$ cat config.mk
export PLATFORM = sky130hd
export DESIGN_NAME = gfpe_cell
export DESIGN_NICKNAME = d
export VERILOG_FILES = /design/src/sv/gfpe_pkg.sv /design/src/sv/gfpe_cell.sv
export SDC_FILE = /design/constraint.sdc
export NUM_CORES = 2
export LEC_CHECK = 0
export ABC_AREA = 1
export BUFFER_PORTS_ARGS = -buffer_cell sky130_fd_sc_hd__buf_2
export CAP_MARGIN = 30
export CORE_MARGIN = 4
export CORE_UTILIZATION = 35
export CTS_CLUSTER_SIZE = 12
export DETAILED_ROUTE_END_ITERATION = 8
export SLEW_MARGIN = 40
export SYNTH_ARGS = -nofsm -noshare
export SYNTH_HDL_FRONTEND = slang
export SYNTH_SLANG_ARGS = --single-unit
$ cat constraint.sdc
create_clock -name i_clk -period 6.9 [get_ports i_clk]
set_clock_uncertainty 0.15 [all_clocks]
set_input_delay 1.38 -clock i_clk [delete_from_list [all_inputs] [get_ports i_clk]]
set_output_delay 1.38 -clock i_clk [all_outputs]
set_load 0.02 [all_outputs]
$ cat src/sv/gfpe_pkg.sv
`timescale 1ns / 1ps
// ----------------------------------------------------------------------------
// gfpe_pkg
// shared constants, types and field arithmetic for the sparse polynomial
// evaluator over GF(2^n)
// ----------------------------------------------------------------------------
package gfpe_pkg;

    localparam int FIELD_BITS = 8;
    localparam int MAX_TERMS  = 3;
    localparam int POW_BITS   = 8;
    localparam int MOD_BITS   = FIELD_BITS + 1;
    localparam int CNT_BITS   = 2;
    localparam int CFG_DATA_BITS = (MOD_BITS > POW_BITS) ? MOD_BITS : POW_BITS;
    localparam int CFG_IDX_BITS  = 3;
    localparam int DATA_BITS  = ((2 * FIELD_BITS + 7) / 8) * 8;

    localparam logic [MOD_BITS-1:0] MODULUS_RESET = MOD_BITS'(283);

    typedef logic [FIELD_BITS-1:0] t_elem;
    typedef logic [POW_BITS-1:0]   t_pow;

    typedef enum logic [CFG_IDX_BITS-1:0] {
        CFG_FIELD_MODULUS = 3'd0,
        CFG_TERM_COUNT    = 3'd1,
        CFG_COEFF_ZERO    = 3'd2,
        CFG_POWER_ZERO    = 3'd3,
        CFG_COEFF_ONE     = 3'd4,
        CFG_POWER_ONE     = 3'd5,
        CFG_COEFF_TWO     = 3'd6,
        CFG_POWER_TWO     = 3'd7
    } t_cfg_reg;

    localparam t_cfg_reg COEFF_IDX [3] = '{CFG_COEFF_ZERO, CFG_COEFF_ONE, CFG_COEFF_TWO};
    localparam t_cfg_reg POWER_IDX [3] = '{CFG_POWER_ZERO, CFG_POWER_ONE, CFG_POWER_TWO};

    // per term, one running power for x and one for x xor a
    typedef logic [MAX_TERMS-1:0][1:0][FIELD_BITS-1:0] t_acc;

    typedef struct packed {
        t_elem x;
        t_elem xa;
        t_acc  r;
    } t_lane;

    typedef struct packed {
        t_elem                              taps;
        logic [CNT_BITS-1:0]                count;
        logic [MAX_TERMS-1:0][FIELD_BITS-1:0] coeff;
        logic [MAX_TERMS-1:0][POW_BITS-1:0]   power;
    } t_cfg;

    // shift-and-add product, reduced by the low taps of the modulus
    function automatic t_elem gf_mul(t_elem a, t_elem b, t_elem taps);
        t_elem acc;
        t_elem s;
        acc = '0;
        s   = a;
        for (int i = 0; i < FIELD_BITS; i++) begin
            if (b[i]) begin
                acc = acc ^ s;
            end
            s = {s[FIELD_BITS-2:0], 1'b0} ^ (s[FIELD_BITS-1] ? taps : '0);
        end
        return acc;
    endfunction

endpackage

$ cat src/sv/gfpe_cell.sv
`timescale 1ns / 1ps
// ----------------------------------------------------------------------------
// gfpe_cell
// one exponent bit of square-and-multiply for every term and both points:
// a squaring stage followed by a conditional multiply stage
// ----------------------------------------------------------------------------
module gfpe_cell (
    input  logic                             i_clk,
    input  logic                             i_rst_n,
    input  logic                             i_en,
    input  logic                             i_valid,
    input  gfpe_pkg::t_lane                  i_data,
    input  logic [gfpe_pkg::MAX_TERMS-1:0]   i_bits,
    input  gfpe_pkg::t_elem                  i_taps,
    output logic                             o_valid,
    output gfpe_pkg::t_lane                  o_data
);

    logic            r_sq_valid;
    gfpe_pkg::t_lane r_sq_data;
    gfpe_pkg::t_lane n_sq_data;
    logic            r_mul_valid;
    gfpe_pkg::t_lane r_mul_data;
    gfpe_pkg::t_lane n_mul_data;

    always_comb begin
        n_sq_data = i_data;
        for (int k = 0; k < gfpe_pkg::MAX_TERMS; k++) begin
            for (int p = 0; p < 2; p++) begin
                n_sq_data.r[k][p] = gfpe_pkg::gf_mul(i_data.r[k][p], i_data.r[k][p], i_taps);
            end
        end
    end

    always_comb begin
        n_mul_data = r_sq_data;
        for (int k = 0; k < gfpe_pkg::MAX_TERMS; k++) begin
            if (i_bits[k]) begin
                n_mul_data.r[k][0] = gfpe_pkg::gf_mul(r_sq_data.r[k][0], r_sq_data.x, i_taps);
                n_mul_data.r[k][1] = gfpe_pkg::gf_mul(r_sq_data.r[k][1], r_sq_data.xa, i_taps);
            end
        end
    end

    always_ff @(posedge i_clk) begin
        if (!i_rst_n) begin
            r_sq_valid  <= 1'b0;
            r_mul_valid <= 1'b0;
        end else if (i_en) begin
            r_sq_valid  <= i_valid;
            r_mul_valid <= r_sq_valid;
        end
    end

    always_ff @(posedge i_clk) begin
        if (i_en) begin
            r_sq_data  <= n_sq_data;
            r_mul_data <= n_mul_data;
        end
    end

    assign o_valid = r_mul_valid;
    assign o_data  = r_mul_data;

endmodule

==> run summary <==
Status: finished clean
Cell with the most instances after synthesis: nand2_1
Most used cell, CP: nand2_1
R2R cell count: 21
Period utilization: 75.0%
Largest net degree at the start of global routing: 116
First-pass GRT wire length: 182 mm
Top FF cell, synth: edfxtp_1
Register area: 3880 sq um
Worst Hold Class: reg2reg
Iteration-0 DRC count of the detailed router: 3211
Die W: 318 um
Pwr Total: 15.1 mW
Cts bufs inserted: 17
Clock Sinks: 130
Area of the multi-input gates: 25600 sq um
Via density: 5.00
CTS Hold Bufs: 0
Routed wire length: 113 mm
Worst slew pin tran: 0.892 ns
Max-Cap Viols: 0
Cell variety after synth: 31
Fin crit period: 5.18 ns
RD Place Congestion: 0.894
Crit path launch type: input pin
Syn Inst Count: 6551
Reg-to-reg endpoint: o_data[23]
Top achievable clock speed: 193 MHz
PD cells: 426 nW/um^2
Final hold violations: 0
DP HPWL: 84.0 mm
Worst hold margin: 0.326 ns
Clock buffer depth: 2
Die H: 318 um
Fillers: 10524
Crit path cell chain: clkbuf_8 > inv_4 > nor2_4 > nand2_1 > nand2_2 > nand3_1 > nand2_1 > nand3_1 > nand2_2 > nand3_1 > nand2_2 > nand3_1 > nand2_2 > nand2_1 > nand2_1 > inv_1 > nor2_1 > nand2_1 > nand3_1 > nand2_1
Post-DRT Antenna Nets: 0
Seq/Total Area, Yosys: 11.6%
Vias in the first global route: 34218
Post-synthesis cell area: 33600 sq um
I/O pins: 144
CTS tree: built
Final setup violation count: 0
Initial antenna violation count: 18
Critical path data arrival time: 5.26 ns
Critical path required time: 6.98 ns
H-tree Lvls: 4
Worst-path clk slew: 0.07 ns
Input/output buffers: 143
FFs w/ async S/R, synth: 0%
Final Util: 37.1%
VDD IR max: 0.216 mV
WP depth: 20
Leak: 19.7 nW
Placement Setup Slack: 1.32 ns
Non-filler cells, final: 7733
Post-route cell area: 35300 sq um
Congestion Overflow GR: 0
Critical Path Start: i_taps[7]
DRC viols: 0
Layout area overhead: 5.13%
Die ar.: 101000 sq um
Crit path to: o_data[23]
Post-synth top area share: 33.5%
Final nets: 6529
Yosys reg bits: 130
Cell taking the most area after synthesis: nand2_1
Total setup buffers inserted after CTS: 0
Tot GR Track Use: 21.7%
Crit-path max FO: 92
Worst-Skew Late Latency: 0.49 ns
Critical Path Max Stage Delay: 0.57 ns
Yosys warns: 0
Mean routed wirelength per cell: 14.7 um
Comb pwr share: 83.2%
CP top delay family: simple AND/OR/NAND/NOR gates
Clk root buf: clkbuf_16
Final Max Tran Viols: 0
Worst setup EP type: flip-flop
Most common library cells after synthesis: 2994 x nand2_1, 981 x nand3_1, 615 x inv_1
Post-synth EDFFs: 128
Row Count: 113
Slew margin rel.: 40.5%
Dpl cell area: 34700 sq um
Switching power total: 9.10 mW
CP max-delay cell: clkbuf_8
First-pass DRT Iterations: 6
Vias post-DR: 38645
Syn avg cell area: 5.13 sq um
Setup_tns: 0 ns
Core box area: 95200 sq um
Dpl cells: 7695
Share of cells above drive strength 1: 7.20%
Switching Fraction: 60.5%
Clock network fraction of total power: 6.4%
Syn_nets: 6630
Starting Density: 35.3%
Crit Path Category: in2reg
Unrepaired setup endpoints after global routing: false
Post-CTS sizing: 0
Worst reg-to-reg setup slack: 2.60 ns
Pint: 5.95 mW
Final setup margin: 1.72 ns
Reg-to-reg startpoint: r_sq_data[23]
Flop pwr share: 10.4%
Area contributors post-synth: nand2_1 33%, nand3_1 15%, edfxtp_1 11%
Buf+Inv Stages, Crit Path: 3
[power by group through the flow]
stage / sequential, mW / clock, mW / combinational, mW
after global placement: 1.58 / 0 / 12.1
after floorplan: 1.57 / 0 / 10.1
after detailed placement: 1.57 / 0 / 12.4
final: 1.56 / 0.969 / 12.5
after CTS: 1.56 / 1.00 / 12.4
after global routing: 1.59 / 1.03 / 14.3
[final cells by class]
type	count	area share [%]
Antenna cell	6	0.0425
Sequential cell	130	11.0
Clock buffer	17	1.20
Multi-Input combinational cell	5461	72.4
Clock inverter	14	0.468
Tap cell	1265	4.48
Timing Repair Buffer	188	3.44
Inverter	652	6.94
[metal layers]
layer  part of all wire (%)  vias to the layer above  GRT usage [%]
met3                    7.3                      157           2.77
met2                     43                     1275           34.6
li1                       -                    20001              -
met5                  0.086                        -              0
met1                     47                    17194           30.8
met4                    2.0                       18           6.20
[worst min path at each step]
stage | startpoint | end | slack, ns | cells after the start
after floorplan | n_mul_data[49] | o_data[49] | 0.27 | 0
after global placement | r_sq_valid | o_valid | 0.32 | 2
after detailed placement | n_mul_data[52] | o_data[52] | 0.32 | 0
after CTS | n_mul_data[52] | o_data[52] | 0.33 | 0
after global routing | n_mul_data[52] | o_data[52] | 0.35 | 0
final | n_mul_data[52] | o_data[52] | 0.33 | 0
[state kept, by name, indices dropped and copies added, names as in the netlist]
signal	flops
n_mul_data	16
o_data	64
o_valid	1
r_sq_data	48
r_sq_valid	1
[cell usage in the layout, fill, tap and decap left out, types with 2 or more instances in the layout]
cell type / Yosys / layout
inv_1: 615 / 613
inv_2: 27 / 27
buf_6: 36 / 12
clkinv_1: 9 / 12
xor2_1: 179 / 179
o21ai_0: 74 / 74
nand2_1: 2994 / 2994
buf_4: 30 / 33
nand2_2: 115 / 115
clkinv_4: 0 / 5
edfxtp_1: 128 / 128
o21ai_1: 14 / 14
o21bai_1: 17 / 17
nand2_4: 24 / 24
xnor2_2: 2 / 2
nand3_4: 4 / 4
xor2_2: 2 / 2
xnor2_1: 325 / 325
nand4_1: 51 / 51
buf_2: 115 / 135
clkbuf_16: 0 / 17
diode_2: 0 / 6
o21ai_2: 2 / 2
nor2_1: 587 / 587
nor2_2: 18 / 18
nand3_1: 981 / 981
clkinv_2: 0 / 4
bufinv_16: 0 / 3
nand3_2: 47 / 47
nand3b_1: 13 / 13
dfxtp_1: 2 / 2
a21oi_1: 7 / 7
nor2_4: 5 / 5
buf_12: 0 / 5
[cell families after synthesis]
family	synth area share, %
XOR/XNOR	13.3
buffers and inverters	12.3
AO/OA/AOI/OAI	1.85
AND/OR/NAND/NOR	60.9
flip-flops	11.6
(Power assumes the default switching activity.)
