File: config.mk
export PLATFORM = sky130hd
export DESIGN_NAME = gfpe_sum
export DESIGN_NICKNAME = d
export VERILOG_FILES = /design/src/sv/gfpe_pkg.sv /design/src/sv/gfpe_sum.sv
export SDC_FILE = /design/constraint.sdc
export NUM_CORES = 1
export LEC_CHECK = 0
export ABC_CLOCK_PERIOD_IN_PS = 4600
export CORE_UTILIZATION = 48
export CTS_CLUSTER_DIAMETER = 80
export DETAILED_ROUTE_END_ITERATION = 12
export DONT_BUFFER_PORTS = 1
export GPL_ROUTABILITY_DRIVEN = 0
export GPL_TIMING_DRIVEN = 0
export SLEW_MARGIN = 25
export SYNTH_ARGS = -nofsm -noshare
export SYNTH_HDL_FRONTEND = slang
export SYNTH_SLANG_ARGS = --single-unit
File: constraint.sdc
create_clock -name i_clk -period 4.6 [get_ports i_clk]
set_clock_uncertainty 0.2 [all_clocks]
set_input_delay 0 -clock i_clk [delete_from_list [all_inputs] [get_ports i_clk]]
set_output_delay 0 -clock i_clk [all_outputs]
set_load 0.05 [all_outputs]
File: src/sv/gfpe_pkg.sv
`timescale 1ns / 1ps
// ----------------------------------------------------------------------------
// gfpe_pkg
// shared constants, types and field arithmetic for the sparse polynomial
// evaluator over GF(2^n)
// ----------------------------------------------------------------------------
package gfpe_pkg;

    localparam int FIELD_BITS = 8;
    localparam int MAX_TERMS  = 3;
    localparam int POW_BITS   = 8;
    localparam int MOD_BITS   = FIELD_BITS + 1;
    localparam int CNT_BITS   = 2;
    localparam int CFG_DATA_BITS = (MOD_BITS > POW_BITS) ? MOD_BITS : POW_BITS;
    localparam int CFG_IDX_BITS  = 3;
    localparam int DATA_BITS  = ((2 * FIELD_BITS + 7) / 8) * 8;

    localparam logic [MOD_BITS-1:0] MODULUS_RESET = MOD_BITS'(283);

    typedef logic [FIELD_BITS-1:0] t_elem;
    typedef logic [POW_BITS-1:0]   t_pow;

    typedef enum logic [CFG_IDX_BITS-1:0] {
        CFG_FIELD_MODULUS = 3'd0,
        CFG_TERM_COUNT    = 3'd1,
        CFG_COEFF_ZERO    = 3'd2,
        CFG_POWER_ZERO    = 3'd3,
        CFG_COEFF_ONE     = 3'd4,
        CFG_POWER_ONE     = 3'd5,
        CFG_COEFF_TWO     = 3'd6,
        CFG_POWER_TWO     = 3'd7
    } t_cfg_reg;

    localparam t_cfg_reg COEFF_IDX [3] = '{CFG_COEFF_ZERO, CFG_COEFF_ONE, CFG_COEFF_TWO};
    localparam t_cfg_reg POWER_IDX [3] = '{CFG_POWER_ZERO, CFG_POWER_ONE, CFG_POWER_TWO};

    // per term, one running power for x and one for x xor a
    typedef logic [MAX_TERMS-1:0][1:0][FIELD_BITS-1:0] t_acc;

    typedef struct packed {
        t_elem x;
        t_elem xa;
        t_acc  r;
    } t_lane;

    typedef struct packed {
        t_elem                              taps;
        logic [CNT_BITS-1:0]                count;
        logic [MAX_TERMS-1:0][FIELD_BITS-1:0] coeff;
        logic [MAX_TERMS-1:0][POW_BITS-1:0]   power;
    } t_cfg;

    // shift-and-add product, reduced by the low taps of the modulus
    function automatic t_elem gf_mul(t_elem a, t_elem b, t_elem taps);
        t_elem acc;
        t_elem s;
        acc = '0;
        s   = a;
        for (int i = 0; i < FIELD_BITS; i++) begin
            if (b[i]) begin
                acc = acc ^ s;
            end
            s = {s[FIELD_BITS-2:0], 1'b0} ^ (s[FIELD_BITS-1] ? taps : '0);
        end
        return acc;
    endfunction

endpackage

File: src/sv/gfpe_sum.sv
`timescale 1ns / 1ps
// ----------------------------------------------------------------------------
// gfpe_sum
// scales each term's power by its coefficient, then folds the active terms
// into F(x) and the derivative in the output register
// ----------------------------------------------------------------------------
module gfpe_sum (
    input  logic            i_clk,
    input  logic            i_rst_n,
    input  logic            i_en,
    input  logic            i_valid,
    input  gfpe_pkg::t_lane i_data,
    input  gfpe_pkg::t_cfg  i_cfg,
    output logic            o_valid,
    output gfpe_pkg::t_elem o_value,
    output gfpe_pkg::t_elem o_deriv
);

    logic            r_prod_valid;
    gfpe_pkg::t_acc  r_prod;
    gfpe_pkg::t_acc  n_prod;
    logic            r_out_valid;
    gfpe_pkg::t_elem r_value;
    gfpe_pkg::t_elem r_deriv;
    gfpe_pkg::t_elem n_value;
    gfpe_pkg::t_elem n_deriv;

    always_comb begin
        for (int k = 0; k < gfpe_pkg::MAX_TERMS; k++) begin
            for (int p = 0; p < 2; p++) begin
                // terms past the count contribute nothing
                if (gfpe_pkg::CNT_BITS'(k) < i_cfg.count) begin
                    n_prod[k][p] = gfpe_pkg::gf_mul(i_cfg.coeff[k], i_data.r[k][p],
                                                    i_cfg.taps);
                end else begin
                    n_prod[k][p] = '0;
                end
            end
        end
    end

    always_comb begin
        n_value = '0;
        n_deriv = '0;
        for (int k = 0; k < gfpe_pkg::MAX_TERMS; k++) begin
            n_value = n_value ^ r_prod[k][0];
            n_deriv = n_deriv ^ r_prod[k][0] ^ r_prod[k][1];
        end
    end

    always_ff @(posedge i_clk) begin
        if (!i_rst_n) begin
            r_prod_valid <= 1'b0;
            r_out_valid  <= 1'b0;
        end else if (i_en) begin
            r_prod_valid <= i_valid;
            r_out_valid  <= r_prod_valid;
        end
    end

    always_ff @(posedge i_clk) begin
        if (i_en) begin
            r_prod  <= n_prod;
            r_value <= n_value;
            r_deriv <= n_deriv;
        end
    end

    assign o_valid = r_out_valid;
    assign o_value = r_value;
    assign o_deriv = r_deriv;

endmodule

==> summary.md, run 1 <==
| Metric | Value |
|---|---|
| Drt drc | `0` |
| Top Ports | `143` |
| CP arrival | `4310 ps` |
| Sink Count | `66` |
| Synthesis-to-layout area growth | `6.50%` |
| Number of H-tree levels | `3` |
| Hold path start | `i_data[7]` |
| Synth Instances | `1864` |
| Antenna cells | `0` |
| Hold path depth | `4` |
| Worst Path Required | `4460 ps` |
| Initial antenna violation count | `3` |
| Row cnt | `61` |
| Post-CTS Setup Bufs | `0` |
| Count leader, synth | `nand2_1` |
| Area of placed instances | `14100 sq um` |
| Critical Path Sink Type | `register` |
| Clock slew at reported path FFs | `50 ps` |
| Critical path class | `primary input to register` |
| Worst VDD drop | `0.253 mV` |
| Clock Latency Late Sink | `320 ps` |
| Part of the cycle the worst path needs | `96.8%` |
| Die ar. | `29100 sq um` |
| Routed wire length | `47800 microns` |
| Fin nets | `2008` |
| Ys flop type | `edfxtp_1` |
| CTS tree | `done` |
| Slew Viols, Final | `0` |
| Number of synthesized register bits | `66` |
| Fmax | `225 MHz` |
| Slew @ Worst Pin | `1090 ps` |
| TritonRoute pass-1 iters | `6` |
| Vias | `13600` |
| Vias per cell | `5.98` |
| Status | `completed` |
| Final setup vio count | `0` |
| Post-route ant nets | `0` |
| Hold EP | `r_prod[5]$_SDFFCE_PP0P_` |
| Post-Syn Area per Cell | `7.32 sq um` |
| Yosys top cell by area | `xnor2_1` |
| Mapped Nets | `1990` |
| PnR Total Power | `6.42 mW` |
| Largest net degree at the start of global routing | `67` |
| Yosys cell types | `98` |
| Rel. slew slack | `26.9%` |
| Worst-case clock buffer depth | `2` |
| Reg-to-Reg End | `o_deriv[3]$_DFFE_PP_` |
| Clock root buffer master | `clkbuf_16` |
| First-pass GRT wire length | `71900 microns` |
| Type of origin of the critical path | `primary input` |
| Num CTS Buffers | `9` |
| Die width | `171 microns` |
| Grt ovf | `0` |
| Static leakage | `5.30 nW` |
| Share of the synthesized area in the top cell type | `22.9%` |
| Post-route cell area | `14500 sq um` |
| GRT Util Overall | `32.4%` |
| Filler cells | `2754` |
| Worst R2R Start | `r_prod[3]$_SDFFCE_PP0P_` |
| Crit path max fanout | `10` |
| Max-Cap Viols | `0` |
| Main area contributors after synthesis | `xnor2_1, edfxtp_1, nand2_1` |
| RSZ-0062 raised after global routing | `false` |
| Ys Warns | `0` |
| Netlist Area Pre-Place | `13600 sq um` |
| FFs w/ async S/R, synth | `0%` |
| Detail Placement HPWL | `38000 microns` |
| PD cells | `442 nW/um^2` |
| Die height | `171 microns` |
| Initial Utilization | `49.0%` |
| Dpl cells | `2242` |
| Number of global-route vias before repair | `12000` |
| Number of synthesized flops with an enable pin | `64` |
| HP Class | `primary input to register` |
| Reg2Reg Setup Slack | `3150 ps` |
| Port buffer count | `0` |
| WL per Instance | `21.1 microns` |
| Sequential fraction of the synthesis area | `14.4%` |
| Worst Reg-to-Reg Cells | `3` |
| Post-synth top cells | `nand2_1, xnor2_1, clkbuf_1` |
| Share of cells above drive strength 1 | `6.20%` |
| Total core area | `27900 sq um` |
| Initial DRC Count | `1485` |
| Tmin final | `4450 ps` |
| Final Hold Viols | `0` |
| Non-Filler Instances | `2265` |
power breakdown:
| group | switching, mW | total, mW | internal, mW |
|---|---|---|---|
| combinational | 2.32 | 4.30 | 1.98 |
| sequential | 0.396 | 1.45 | 1.06 |
| clock | 0.249 | 0.672 | 0.423 |
| total | 2.96 | 6.42 | 3.46 |
sequential cells by signal, indices dropped and copies added (netlist names):
signal and cells:
r_prod 48, o_deriv 8, o_valid 1, o_value 8
r_prod_valid 1
how the worst max path moves through the flow:
| stage | from | endpoint | depth (start not counted) |
|---|---|---|---|
| detailed placement | i_cfg[57] | r_prod[7]$_SDFFCE_PP0P_ | 17 |
| finish | i_cfg[54] | r_prod[13]$_SDFFCE_PP0P_ | 13 |
| global placement | i_cfg[57] | r_prod[7]$_SDFFCE_PP0P_ | 17 |
| CTS | i_cfg[57] | r_prod[7]$_SDFFCE_PP0P_ | 17 |
| floorplan | i_cfg[30] | r_prod[13]$_SDFFCE_PP0P_ | 15 |
| global route | i_cfg[57] | r_prod[38]$_SDFFCE_PP0P_ | 18 |
cell type report:
class	instances	area [sq um]	share of cell area, %
buffer	160	701	4.82
clock buffer	9	225	1.55
clock inverter	7	77.6	0.534
inverter	20	75.1	0.517
multi-input combinational	1618	10900	75.2
sequential	66	1960	13.5
tap	378	473	3.26
timing repair buffer	7	87.6	0.603
critical path: stages:
cell and delay (ps):
clkbuf_1 380, clkbuf_1 650, a21oi_1 140, a21oi_1 260, xnor2_1 250, nor4_2 770, o211ai_1 410, a21oi_1 300
xnor3_1 350, nand2_1 110, xnor3_1 430, xnor2_1 190, nor2_1 60
what timing repair did:
item,in CTS,in global routing
gates resized for setup,3,6
setup endpoints to repair,5,15
hold endpoints to repair,81,0
hold buffers,7,0
layout by cell type, fill, tap and decap left out, types with 10 or more instances in the layout:
master and count:
a21o_1 13, nor2_1 89, nor3_1 15, mux2i_1 17
edfxtp_1 64, buf_2 29, xnor2_1 355, xor2_1 81
nand3_1 70, inv_1 17, a31oi_1 10, a21oi_1 75
a22o_1 15, nand2_1 417, clkbuf_1 94, o211ai_1 20
buf_1 23, o2111ai_1 14, nor2b_1 17, and3_1 17
a32oi_1 14, and2_1 13, o21ai_0 94, o21a_1 11
nand4_1 17, xnor3_1 22, nand2b_1 19, a211oi_1 24
layer usage:
layer  wire [microns]  track usage, %
met4             1670            10.6
met1            20900            44.9
met5               42               0
met3             3810            3.05
met2            21400            52.6
stage by stage:
step	utilization [%]	worst slack [ps]	hold slack [ps]	TNS, ps
after floorplan	-	880	-87.5	0
after global placement	50.6	-584	-78.9	-3130
after detailed placement	50.7	-644	-78.5	-4180
after CTS	52.1	145	2.29	0
after global routing	52.1	31.5	40.6	0
final	52.1	149	5.40	0
kinds of logic after synthesis:
| kind of cell | count (synthesis) | synth area share [%] |
|---|---|---|
| AOI/OAI and AO/OA | 390 | 20.3 |
| muxes | 21 | 1.61 |
| buffers and inverters | 180 | 5.64 |
| DFF | 66 | 14.4 |
| xor gates and xnor gates | 471 | 33.6 |
| and+or+nand+nor | 736 | 24.4 |
Note: power is estimated with default switching activity, not from simulation.
==> run 2: changes to the inputs <==
Settings changed: ABC_CLOCK_PERIOD_IN_PS 4600 to default, HOLD_SLACK_MARGIN from default to 0.03.
==> summary.md, run 2 (same netlist as run 1, synthesis figures left out) <==
| Metric | Value |
|---|---|
| Clock root buffer master | `clkbuf_16` |
| Post-CTS Setup Bufs | `0` |
| Fin nets | `2012` |
| Initial Utilization | `49.0%` |
| Max-Cap Viols | `0` |
| Initial antenna violation count | `3` |
| Stages on the worst setup path | `13` |
| WL per Instance | `21.0 microns` |
| Worst Path Required | `4460 ps` |
| Cells along the critical path | `buf_6, inv_1, clkbuf_1, buf_1, nand2_1, nand2_1, a32oi_1, a32oi_1, xnor3_1, nand2_1, xnor3_1, xnor2_1, nor2_1` |
| Sink Count | `66` |
| Largest net degree at the start of global routing | `67` |
| Clock slew at reported path FFs | `60 ps` |
| Clock Latency Late Sink | `320 ps` |
| Type of origin of the critical path | `primary input` |
| Port buffer count | `0` |
| Seq. cell area | `1960 sq um` |
| Detail Placement HPWL | `38000 microns` |
| Slew Viols, Final | `0` |
| Worst path bufs/invs | `4` |
| GR Layer Usage met3 | `3.03%` |
| Fmax | `225 MHz` |
| Critical path class | `primary input to register` |
| Post-route ant nets | `0` |
| Part of the cycle the worst path needs | `96.8%` |
| Tmin final | `4450 ps` |
| Sum of negative setup slack | `0 ps` |
| Non-Filler Instances | `2269` |
| CP max stage delay | `630 ps` |
| Top Family by Delay on Critical Path | `buffers and inverters` |
| Rel. slew slack | `30.3%` |
| Die height | `171 microns` |
| Most common cell after layout, fill and taps aside | `nand2_1` |
| Drt drc | `0` |
| PD cells | `441 nW/um^2` |
| Most frequent cells in the layout | `nand2_1, xnor2_1, clkbuf_1, o21ai_0, nor2_1` |
| Die width | `171 microns` |
| Status | `completed` |
| First-pass GRT wire length | `71900 microns` |
| GRT Util Overall | `32.4%` |
| Dpl cells | `2242` |
| RSZ-0062 raised after global routing | `false` |
| HP Class | `primary input to register` |
| CTS tree | `done` |
| Worst Setup EP | `r_prod[13]$_SDFFCE_PP0P_` |
| Number of global-route vias before repair | `12100` |
| GR Util met2 | `52.6%` |
| Reg2Reg Setup Slack | `3140 ps` |
| Initial DRC Count | `1597` |
| Worst VDD drop | `0.253 mV` |
| Share of cells above drive strength 1 | `6.19%` |
| Vias per cell | `5.98` |
| Number of flip-flops in the largest register | `48` |
| Synthesis-to-layout area growth | `6.79%` |
| Hold path start | `i_data[23]` |
| Worst Reg-to-Reg Cells | `3` |
| Worst R2R Start | `r_prod[3]$_SDFFCE_PP0P_` |
| Crit path max fanout | `10` |
| Row cnt | `61` |
| Slew @ Worst Pin | `1040 ps` |
| Worst-case clock buffer depth | `2` |
| Static leakage | `5.32 nW` |
| Biggest register | `r_prod` |
| Grt met1 use | `44.9%` |
| Antenna cells | `0` |
| Area taken by multi-input logic gates | `10900 sq um` |
| Num CTS Buffers | `9` |
| Routed wire length | `47700 microns` |
| Grt ovf | `0` |
| Final Hold Viols | `0` |
| CP arrival | `4310 ps` |
| Filler cells | `2751` |
| Final setup vio count | `0` |
| Slowest cell on the critical path | `clkbuf_1` |
| Crit path from | `i_cfg[57]` |
| Critical Path Sink Type | `register` |
| Most frequent CP cell | `nand2_1` |
| Top Ports | `143` |
| TritonRoute pass-1 iters | `5` |
| Total core area | `27900 sq um` |
| Vias | `13600` |
| Reg-to-Reg End | `o_deriv[3]$_DFFE_PP_` |
| Number of H-tree levels | `3` |
| GRT busiest layer | `met2` |
| Die ar. | `29100 sq um` |
-- run 2: cell count changes in the layout (fill, tap and decap cells not counted) --
cell and delta:
dlygate4sd3_1 +4
-- run 2: stage by stage --
stage / area (sq um) / hold WS (ps) / power (mW) / setup slack, ps / utilization [%]
detailed placement: 14100 / -78.5 / 5.69 / -644 / 50.7
floorplan: 13600 / -87.5 / 4.84 / 880 / -
global route: 14600 / 59.1 / 6.85 / 31.5 / 52.3
finish: 14600 / 36.8 / 6.43 / 146 / 52.3
CTS: 14600 / 33.5 / 6.40 / 145 / 52.2
global placement: 14100 / -78.9 / 5.63 / -584 / 50.6
-- run 2: tightest hold or removal path: stages --
cell      delay, ps
clkbuf_1        200
nand2_1         110
nand3_1          60
o21ai_0          70
-- run 2: worst min-delay path by stage --
| stage | to | slack, ps | depth (start not counted) |
|---|---|---|---|
| after floorplan | o_deriv[0]$_DFFE_PP_ | -90 | 0 |
| after global placement | r_prod[4]$_SDFFCE_PP0P_ | -80 | 0 |
| after detailed placement | r_prod[12]$_SDFFCE_PP0P_ | -80 | 0 |
| after CTS | r_prod[23]$_SDFFCE_PN0P_ | 30 | 4 |
| after global routing | r_prod[23]$_SDFFCE_PN0P_ | 60 | 3 |
| final | r_prod[23]$_SDFFCE_PN0P_ | 40 | 4 |
-- run 2: power breakdown --
part           switching [mW]  leakage, nW  internal [mW]
logic                    2.32         4.54           1.98
registers               0.396        0.635           1.06
clock network           0.249        0.146          0.423
total                    2.97         5.32           3.46
-- run 2: per-layer routing --
layer | vias up | share of wire [%] | wire [microns]
met5 | - | 0.086 | 41
met4 | 6 | 3.4 | 1610
met3 | 97 | 8.2 | 3900
met2 | 711 | 45 | 21500
met1 | 6282 | 43 | 20700
li1 | 6463 | - | -
-- run 2: layout make-up --
cell class / instances / share of cell area, %
Multi-Input combinational cell: 1618 / 75.0
Timing Repair Buffer: 11 / 0.876
Clock buffer: 9 / 1.55
Tap cell: 378 / 3.25
Sequential cell: 66 / 13.5
Inverter: 20 / 0.516
Clock inverter: 7 / 0.533
Buffer: 160 / 4.81
-- run 2: what timing repair did --
action,CTS,global route
cloned,0,0
hold endpoints to repair,90,0
resized for setup,3,6
endpoints found under the setup margin,5,15
hold buffers,11,0
